===== config.mk =====
export PLATFORM = sky130hd
export DESIGN_NAME = soc_map_ram
export DESIGN_NICKNAME = d
export VERILOG_FILES = /design/src/hw/rtl/soc_map_ram.sv
export SDC_FILE = /design/constraint.sdc
export NUM_CORES = 1
export LEC_CHECK = 0
export BUFFER_PORTS_ARGS = -buffer_cell sky130_fd_sc_hd__buf_2
export CAP_MARGIN = 10
export CORE_MARGIN = 2
export CORE_UTILIZATION = 51
export DETAILED_ROUTE_END_ITERATION = 10
export PLACE_DENSITY_LB_ADDON = 0.15
export SYNTH_ARGS = -nofsm -noshare
export SYNTH_HDL_FRONTEND = slang
export SYNTH_SLANG_ARGS = --single-unit

===== constraint.sdc =====
create_clock -name clock -period 1.11 [get_ports clock]
set_input_delay 0.0555 -clock clock [delete_from_list [all_inputs] [get_ports clock]]
set_output_delay 0.0555 -clock clock [all_outputs]
set_load 0.01 [all_outputs]

===== src/hw/rtl/soc_map_ram.sv =====
`timescale 1ns / 1ps
// Simple dual-port RAM with one write port and one registered read port.
module soc_map_ram #(
   parameter  int DEPTH  = 16,
   parameter  int DATA_W = 2,
   localparam int ADDR_W = $clog2(DEPTH)
) (
   input  logic              clock,
   input  logic              wr_en,
   input  logic [ADDR_W-1:0] wr_addr,
   input  logic [DATA_W-1:0] wr_data,
   input  logic [ADDR_W-1:0] rd_addr,
   output logic [DATA_W-1:0] rd_data
);

   logic [DATA_W-1:0] mem [DEPTH];
   logic [DATA_W-1:0] rd_data_ff;

   always_ff @(posedge clock) begin
      if (wr_en) begin
         mem[wr_addr] <= wr_data;
      end
      rd_data_ff <= mem[rd_addr];
   end

   assign rd_data = rd_data_ff;

endmodule


-- Word level (Yosys, flattened, before mapping)
Memories as Yosys holds them, arrays and structs flattened. A register that Yosys moved wholly into a read port is not among the register bits.
Index checks and enable logic that the tools add are counted.
- logic and storage cells: 3
- memories: 1
- bits in writable memories: 32
- register bits after elaboration: 0
- memory list (memory ; depth ; width ; read ports ; clocked after Yosys merged registers in ; wr ports ; RTL line ; RTL):
    mem ; 16 ; 2 ; 1 ; 1 ; 1 ; 16 ; logic [DATA_W-1:0] mem [DEPTH];
- multiplexer cells: 2
- operators by type and width (cell ; number):
    $mux 1 ; 2

-- Longest topological paths before layout
- depth in word-level cells: 2
- depth in mapped cells: 4
- depth with buffers taken out: 3

-- Worst setup path before layout
OpenSTA, ideal clock, no wires.
- kind: register to register
- start point: mem mem[3][1]
- end point: reg rd_data_ff[1], in the netlist rd_data[1] (read register of mem)
- slack: -0.056 ns
- period minus slack after synthesis: 1.166 ns
- required time: 0.987 ns
- cell stages (with the launch flop): 4
- setup time: 0.123 ns
- data arrival time: 1.043 ns
- cell sequence: edfxtp_1 mux4_2 a22oi_1 nand3_1
- RTL lines (element ; RTL line ; RTL):
    from (decl) ; 16 ;
    to (decl) ; 17 ; logic [DATA_W-1:0] rd_data_ff;

==> results.ini <==
[min_path]
worstHoldStart=rd_addr[2]
hold_path.class=primary input to register

[setup_path]
end_kind=register
cp_data_required_time_ps=1340
crit_type=register to register
crit_path_end=rd_data[0]
reg2reg_depth=3
reg2reg_from=mem[3][0]
r2r-end=rd_data[0]
r2r_slack_ps=-150
start_kind=register
critPathMaxFanout=1
critPathLaunch=mem[3][0]
cp.arrival_ps=1490

[run_status]
violations=negative setup slack
status=finished, violations left

[final_layout]
stdcell_count=131
final_nets=112
fillers=195
utilization=0.617
syn_to_final_growth_pct=12.8
drive_above_1_share=0.287
antenna_cells=0

[run]
max_cap_violations=0

[synthesis]
synth_cell_type_count=15
synth_nets=90
syn_avg_cell_area_um2=17.7
synth_top_family_by_area=multiplexers
synth_xor_area_frac=0
ys_seq_elements=34
synth_compound_gate_area_share=0.0109
synthMuxAreaShare=0.141
syn-instance-count=78
synthAdderAreaFrac=0
yosysSeqAreaShare=0.725
syn_area_mm2=0.00138
yosys_warnings=0
synthSimpleGateAreaFrac=0.112

[detailed_routing]
wl_per_cell_um=17.8
drt_iter0_drc=27
first_pass_iters=4
drc=0
vias=757
routed_wl_um=2330
via_per_inst=5.78
antenna_left=0

[cts]
postCtsResizedCells=2
clockBufferDepth=2
path_clk_slew_ps=100
cts_buffers=5
cts_setup_buffers=0
cts_max_level=2
cts_hold_buf=0
insertion_delay_ps=340
cts_root_buf=clkbuf_4
cts_sinks=34
cts_tree=yes

[floorplan]
num_rows=18
ios=14
die_w_um=56.0
start_util=0.547
core_area_mm2=0.00252
fp.dieArea_mm2=0.00314
die_h_um=56.0

[place]
portBuffers=13
place_inst=123
gp_congestion=0.736
hpwl_um=1630

[global_route]
first_global_vias=754
grtUsageTotal=0.180
overflow=0
grt_max_degree=17
antenna_found_initial=0
grt_pass1_wl_um=3940

[power]
power.switching_mw=0.488
power_mw=2.24
vdd_drop_max_v=0.00115
intPower_mw=1.75
swShare=0.218
power_frac_clock=0.281
power.density_mw_per_mm2=1440
pwr-share-seq=0.642
p_comb_frac=0.077
leakage_nw=0.526

[sta]
finClkSkew_ps=4.71
hold_violations=0
setup_ws_ps=-146
tightest_slew_ps=414
drv_slew=0
rsz0062_at_grt=yes
maxSlewHeadroom=0.722
fin_crit_ps=1260
timing.hold.ws_ps=12.6
setup_viol=2
fmax_mhz=796
min_period_over_period=1.13

[synth_stat cells]
cell type  count  area [um^2]
edfxtp_1      32          961
mux4_2         4         90.1
nand2b_1       2         12.5
a22oi_1        2         15.0
mux4_1         4          105
or3b_2         1         8.76
nor3_1         4         20.0
nand2_1        3         11.3
nor2b_1        2         12.5
clkbuf_1       1         3.75
nand3_1        5         25.0
nor2_1        13         48.8
dfxtp_1        2         40.0
buf_6          1         11.3
nand3b_1       2         15.0
[cells by family after synthesis]
family / after synthesis
buffers and inverters: 2
muxes: 8
and+or+nand+nor: 32
AOI/OAI and AO/OA: 2
DFF: 34
[cells in the final DEF (no fill, tap or decap)]
cell type,count
nand2b_1,2
nor3_1,4
clkbuf_1,2
mux4_2,4
buf_2,13
edfxtp_1,32
clkbuf_4,5
nand2_1,3
mux4_1,4
buf_4,4
dfxtp_1,2
nand3_1,5
clkinv_1,1
nor2b_1,2
nor2_1,13
nand3b_1,2
a22oi_2,2
or3b_2,1
[power groups by stage]
stage | sequential [mW] | clock [mW] | combinational, mW
6_report | 1.44 | 0.630 | 0.172
3_3_place_gp | 1.47 | 0 | 0.164
2_1_floorplan | 1.47 | 0 | 0.0846
3_5_place_dp | 1.47 | 0 | 0.168
5_1_grt | 1.44 | 0.721 | 0.188
4_1_cts | 1.44 | 0.654 | 0.174
[layout make-up]
class                      instances  area [um^2]  share of cell area
sequential                        34         1000               0.643
multi-input combinational         42          374               0.240
timing repair buffer              17         95.1              0.0611
clock buffer                       7         45.0              0.0289
tap                               30         37.5              0.0241
clock inverter                     1         3.75             0.00241
[metrics by stage]
stage / cell area, um^2 / setup TNS, ps / setup WS [ps]
detailed placement: 1500 / -1280 / -183
CTS: 1560 / -306 / -156
global placement: 1500 / -1120 / -156
finish: 1560 / -290 / -146
floorplan: 1380 / -83.4 / -41.7
global route: 1560 / -419 / -216
[per-layer routing]
metal,vias up,share of wire,track usage
li1,355,-,-
met1,374,0.45,0.233
met2,24,0.48,0.261
met3,4,0.055,0.0767
met4,0,0.014,0.0918
met5,-,0,0
[flip-flops by register name, summed over array words and instances (netlist names)]
signal / cells
mem: 32
rd_data: 2
[worst min path at each step]
stage,slack (ps),cells after the start,endpoint
4_1_cts,8,3,rd_data[1]
3_5_place_dp,370,3,rd_data[1]
2_1_floorplan,150,0,mem[0][0]
6_report,10,3,rd_data[1]
3_3_place_gp,340,3,rd_data[0]
5_1_grt,20,3,rd_data[0]
[worst max-delay path: stages, from the launching register on]
cell	delay [ps]
edfxtp_1	380
mux4_2	500
a22oi_2	180
nand3_1	90
Power figures use the tool's default switching activity.
