$ cat config.mk
export PLATFORM = sky130hd
export DESIGN_NAME = soc_sqrt_unit
export DESIGN_NICKNAME = d
export VERILOG_FILES = /design/src/hw/rtl/soc_pkg.sv /design/src/hw/rtl/soc_sqrt_unit.sv
export SDC_FILE = /design/constraint.sdc
export NUM_CORES = 1
export LEC_CHECK = 0
export ABC_AREA = 1
export BUFFER_PORTS_ARGS = -buffer_cell sky130_fd_sc_hd__buf_4
export CAP_MARGIN = 10
export CORE_ASPECT_RATIO = 1.75
export CORE_MARGIN = 8
export CORE_UTILIZATION = 40
export CTS_CLUSTER_DIAMETER = 150
export DETAILED_ROUTE_END_ITERATION = 6
export SETUP_SLACK_MARGIN = 0.5
export SLEW_MARGIN = 5
export SYNTH_ARGS = -nofsm -noshare
export SYNTH_HDL_FRONTEND = slang
export SYNTH_SLANG_ARGS = --single-unit
$ cat constraint.sdc
create_clock -name clock -period 4.7 [get_ports clock]
set_input_delay 0.705 -clock clock [delete_from_list [all_inputs] [get_ports clock]]
set_output_delay 0.705 -clock clock [all_outputs]
set_load 0.1 [all_outputs]
$ cat src/hw/rtl/soc_pkg.sv
`timescale 1ns / 1ps
// Shared constants and handshake types of the segment occupancy collision check.
package soc_pkg;

   // map geometry and fixed-point format
   localparam int MAP_WIDTH  = 512;
   localparam int MAP_HEIGHT = 512;
   localparam int FRAC_BITS  = 4;
   localparam int MAP_CELLS  = MAP_WIDTH * MAP_HEIGHT;

   // field widths
   localparam int COORD_W = 13;
   localparam int CELL_W  = 9;

   // squared length: two 26-bit squares plus a carry, rounded up to an even width
   localparam int SQ_W   = 2 * COORD_W + 2;
   localparam int ROOT_W = SQ_W / 2;

   // request kinds carried on tuser
   localparam logic MODE_WRITE = 1'b0;
   localparam logic MODE_CHECK = 1'b1;

   typedef struct packed {
      logic            start;
      logic [SQ_W-1:0] value;
   } sqrt_req_type;

   typedef struct packed {
      logic              done;
      logic [ROOT_W-1:0] root;
   } sqrt_rsp_type;

endpackage

$ cat src/hw/rtl/soc_sqrt_unit.sv
`timescale 1ns / 1ps
// Iterative integer square root, one result bit per cycle.
module soc_sqrt_unit
   import soc_pkg::*;
(
   input  logic         clock,
   input  logic         reset,
   input  sqrt_req_type sqrt_req,
   output sqrt_rsp_type sqrt_rsp
);

   logic            busy_ff, busy_in;
   logic            done_ff, done_in;
   logic [SQ_W-1:0] rem_ff, rem_in;
   logic [SQ_W-1:0] root_ff, root_in;
   logic [SQ_W-1:0] bit_ff, bit_in;
   logic [SQ_W-1:0] trial;

   // shared compare/subtract step
   assign trial = root_ff + bit_ff;

   always_comb begin
      busy_in = busy_ff;
      done_in = 1'b0;
      rem_in  = rem_ff;
      root_in = root_ff;
      bit_in  = bit_ff;
      if (sqrt_req.start) begin
         busy_in = 1'b1;
         rem_in  = sqrt_req.value;
         root_in = '0;
         bit_in  = SQ_W'(1) << (SQ_W - 2);
      end else if (busy_ff) begin
         if (rem_ff >= trial) begin
            rem_in  = rem_ff - trial;
            root_in = (root_ff >> 1) + bit_ff;
         end else begin
            root_in = root_ff >> 1;
         end
         bit_in = bit_ff >> 2;
         if (bit_ff[0]) begin
            busy_in = 1'b0;
            done_in = 1'b1;
         end
      end
   end

   always_ff @(posedge clock) begin
      if (reset) begin
         busy_ff <= 1'b0;
         done_ff <= 1'b0;
      end else begin
         busy_ff <= busy_in;
         done_ff <= done_in;
      end
      rem_ff  <= rem_in;
      root_ff <= root_in;
      bit_ff  <= bit_in;
   end

   assign sqrt_rsp.done = done_ff;
   assign sqrt_rsp.root = root_ff[ROOT_W-1:0];

   // the root always fits the lower ROOT_W + 1 bits of the word
   a_root_fits: assert property (@(posedge clock) disable iff (reset)
      done_ff |-> root_ff[SQ_W-1:ROOT_W+1] == '0)
      else $error("square root overflowed its width");

   a_no_restart_busy: assert property (@(posedge clock) disable iff (reset)
      busy_ff |-> !sqrt_req.start)
      else $error("square root restarted while busy");

   a_done_ends_busy: assert property (@(posedge clock) disable iff (reset)
      done_ff |-> !busy_ff && $past(busy_ff))
      else $error("done without a finished iteration");

endmodule
---- Word-level counts from Yosys, hierarchy flattened ----
Index checks and enable logic that the tools add are counted.
storage, ports and cells
  register bits after elaboration ......... 72
  input port bits ......................... 31
  output and inout bits ................... 15
  word-level logic and storage cells ...... 22
operators by class
  reduce and logical (&&, ||, !) cells .... 4
  muxes and demuxes ....................... 8
  $lt $le $gt $ge ......................... 1
  bitwise operators ....................... 1
  add/sub/neg operators ................... 3
operators by type and width
  operator                 count
  2-to-1 mux 28 bit        4
  adder 27 x 27 -> 28 bit  1
  adder 28 x 27 -> 28 bit  1
  >= comparator 28 bit     1
  subtractor 28 bit        1
  2-to-1 mux 1 bit         4
  nonzero test 2 bit       2
  OR reduction 3 bit       1
  AND reduction 2 bit      1
  NOT 1 bit                1

---- Longest topological paths before layout ----
  word-level depth ........................ 5
  mapped depth ............................ 22
  depth with buffers taken out ............ 22

---- Least setup slack after synthesis ----
No wires, ideal clock.
  path kind ............................... reg2reg
  start point ............................. register root_ff[6]
  end point ............................... register rem_ff[0], enable pin
  cell stages (with the launch flop) ...... 19
  period minus slack after synthesis ...... 3.906 ns
  path slack .............................. 0.794 ns
  arrival ................................. 3.521 ns
  buffers on the path ..................... 0
  data required time ...................... 4.315 ns
  library setup time ...................... 0.385 ns
  cell sequence ........................... dfxtp_1 ha_1 nand2_1 o21ai_0 a21oi_1 o21ai_0 and2_1 nand2_1 nand2_1 xor2_1 ha_1 nand2_2 nor2_1 nand2_1 nor2_2 nand4_4 nand3_4 nand2_1 nand2_1
between the ends
  cells in the longest elaborated chain, start to end .. 4
RTL lines
  item                           RTL line             source
  start, declared                soc_sqrt_unit.sv:15  logic [SQ_W-1:0] root_ff, root_in;
  start signal, assigned         soc_sqrt_unit.sv:57  root_ff <= root_in;
  adder 28 x 27 -> 28 bit        soc_sqrt_unit.sv:20  assign trial = root_ff + bit_ff;
  >= comparator 28 bit           soc_sqrt_unit.sv:34  if (rem_ff >= trial) begin
  nonzero test 2 bit (no line)   --
  AND reduction 2 bit (no line)  --
  end signal, assigned           soc_sqrt_unit.sv:56  rem_ff <= rem_in;
  end, declared                  soc_sqrt_unit.sv:14  logic [SQ_W-1:0] rem_ff, rem_in;
Every way passes these cells.
A chain may end at the register's enable or synchronous reset.

---- Final worst setup path ----
  start point ............................. register root_ff[2]
  end point ............................... register rem_ff[4], enable pin
The elaborated chain is that of the path after synthesis.

==> results.py <==
metrics = {
    "synth": {
        "synth_top_cell_area_share_pct": 18.7,
        "synth-seq-cells": 72,
        "syn_avg_cell_area_um2": 6.15,
        "synth_area_um2": 7500,
        "synth-edff-count": 28,
        "synth_ff_type": "dfxtp_1",
        "syn_nets": 1309,
        "yosys-top-cells-count": "nand2_1, inv_1, nor2_1",
        "async_flop_share_pct": 0,
        "synth_top_area_cell": "nand2_1",
        "synth.most_common_cell": "nand2_1",
        "ys_seq_area_share_pct": 23.0,
        "ys_top_cells_by_area": "nand2_1, dfxtp_1, edfxtp_1",
        "syn_inst": 1219,
        "ys_types": 42,
        "ys_warn_count": 0,
    },
    "sta": {
        "finalHoldWorstSlack_ns": 0.503,
        "hold_viol": 0,
        "final_max_slew_viol_count": 0,
        "worstMarginPinSlew_ns": 0.704,
        "max_slew_margin_pct": 52.6,
        "rsz0062_at_grt": "false",
        "tns_ns": 0,
        "fin_crit_ns": 4.00,
        "clock_skew_ns": 0.0129,
        "fmax_mhz": 250,
        "period_share_pct": 85.1,
        "setup_viol": 0,
    },
    "route": {
        "totalWireLength_mm": 26.3,
        "route.detailed.drc": 0,
        "routedWlPerCell_um": 17.8,
        "dr_total_vias": 7958,
        "drt-initial-drc-count": 288,
        "viasPerCell": 5.37,
        "postRouteAntennaNets": 0,
        "firstDrtPassIters": 5,
    },
    "cts": {
        "clkLatencyLatePin_ns": 0.36,
        "clk_pin_slew_ns": 0.07,
        "numCtsBuffers": 9,
        "tritoncts": "done",
        "hold_buffers": 0,
        "cts_setup_buffers": 0,
        "h-tree-depth": 3,
        "clock_path_buffers": 2,
        "ctsResizeCount": 4,
        "cts-root-buf": "clkbuf_16",
        "cts.sinks": 72,
    },
    "setup_path": {
        "worst-path-max-fanout": 28,
        "worst-r2r-cell-count": 18,
        "r2r_slack_ns": 0.70,
        "worstPathArrival_ns": 4.05,
        "critPathCaptureType": "flip-flop",
        "r2r-start": "root_ff[2]",
        "timing_worst_setup_path_type": "flip-flop to flip-flop",
        "cp-start-kind": "flip-flop",
        "worstPathRequired_ns": 4.74,
        "reg2reg_to": "rem_ff[4]",
    },
    "power": {
        "p_leak_nw": 3.71,
        "p_per_area_nw_per_um2": 562,
        "peakVddDrop_uv": 262,
    },
    "die": {
        "core_um2": 18500,
        "rows": 66,
        "fp.dieW_um": 120,
        "dieArea_um2": 23600,
        "ios": 46,
        "die_y_um": 197,
        "start_util_pct": 40.5,
    },
    "global_route": {
        "grt_max_degree": 63,
        "grt_pass1_wl_mm": 41.8,
        "antenna_found_initial": 0,
        "grt_usage_pct": 22.6,
        "first_global_vias": 8108,
        "grt_overflow": 0,
    },
    "finish": {
        "n_antenna_cell": 0,
        "final_cell_area_um2": 8350,
        "finalNonFillerCells": 1482,
        "postLayoutCoreUtil_pct": 45.1,
        "fin_nets": 1329,
        "synthToLayoutAreaGrowth_pct": 11.3,
        "drive_gt1_share_pct": 8.92,
    },
    "worst_hold_path": {
        "hold_end": "busy_ff",
        "holdCritStartpoint": "reset",
        "hold_depth": 2,
        "hold_class": "input port to flip-flop",
    },
    "placement": {
        "gp_congestion": 1.00,
        "placed_area_um2": 7980,
        "io_buffers": 45,
        "hpwl_mm": 20.7,
        "place_inst": 1466,
    },
    "run": {
        "cap_violations": 0,
    },
    "outcome": {
        "status": "complete, no violations",
    },
}
per-stage QoR:
step           power, mW  setup slack (ns)
6_report            4.69             0.699
5_1_grt             5.09             0.509
4_1_cts             4.67             0.500
3_5_place_dp        3.91             0.337
3_3_place_gp        3.91             0.353
2_1_floorplan       3.21             0.794
worst max path at each step:
stage / from / to / slack, ns / depth (start not counted)
after floorplan: root_ff[6] / rem_ff[0] / 0.79 / 18
after global placement: root_ff[10] / rem_ff[1] / 0.35 / 18
after detailed placement: root_ff[10] / root_ff[20] / 0.34 / 19
after CTS: root_ff[2] / root_ff[20] / 0.50 / 19
after global routing: root_ff[10] / rem_ff[4] / 0.51 / 18
final: root_ff[2] / rem_ff[4] / 0.70 / 18
worst max-delay path, cell delays in order (launching register included):
cell	delay [ns]
dfxtp_1	0.47
ha_1	0.31
nand3_1	0.09
nand2_1	0.12
a21oi_2	0.37
o21ai_2	0.16
and2_1	0.19
nor2_1	0.11
xor2_1	0.11
ha_1	0.37
nand2_1	0.12
nor2_1	0.27
inv_1	0.13
nor2_2	0.17
nand4_4	0.13
nand3_4	0.11
nand2_1	0.09
nand2_1	0.14
buf_12	0.20
placed cells by master (no fill, tap or decap), types with 6 or more instances in the layout:
cell type / Yosys / layout
nand2_1: 374 / 374
inv_1: 143 / 143
nor2_1: 119 / 117
nand3_1: 99 / 99
a21oi_1: 82 / 81
ha_1: 58 / 58
o21ai_0: 63 / 57
buf_4: 15 / 55
nand4_1: 47 / 47
dfxtp_1: 44 / 39
edfxtp_1: 28 / 28
xor2_1: 26 / 26
xnor2_1: 17 / 17
nor3_1: 16 / 16
clkbuf_16: 0 / 9
or2_2: 8 / 8
nand3b_1: 6 / 6
state kept, by name (all words and copies together), names as in the netlist:
name     cells
done_ff      1
rem_ff      28
busy_ff      1
bit_ff      14
root_ff     28
area by class of cell:
class	instances	area, um^2
clock buffers	9	225
clock inverters	7	76.3
fillers	2082	10200
inverters	145	544
multi-input cells	952	5010
flip-flops and latches	72	1730
well taps	238	298
repair buffers	59	467
kinds of logic (layout without fill, tap and decap cells):
kind of cell | count (synthesis) | count (layout) | synth area share [%]
flip-flops | 72 | 72 | 23.0
AND/OR/NAND/NOR | 680 | 680 | 38.9
XOR/XNOR | 43 | 43 | 5.02
buffers and inverters | 195 | 220 | 10.9
AO/OA/AOI/OAI | 170 | 170 | 12.3
adder cells (fa/ha/maj) | 59 | 59 | 9.94
routing by layer:
layer	part of all wire [%]	routed length [um]	track usage, %	vias to the layer above
li1	-	-	-	4030
met5	0	0	0	-
met4	6.5	1720	16.8	0
met1	36	9590	21.9	3668
met2	55	14400	42.8	180
met3	2.4	636	2.52	80
report_power, final:
group,internal [mW],switching (mW)
clock network,0.417,0.315
logic,0.991,1.93
registers,0.867,0.163
(Power assumes the default switching activity.)
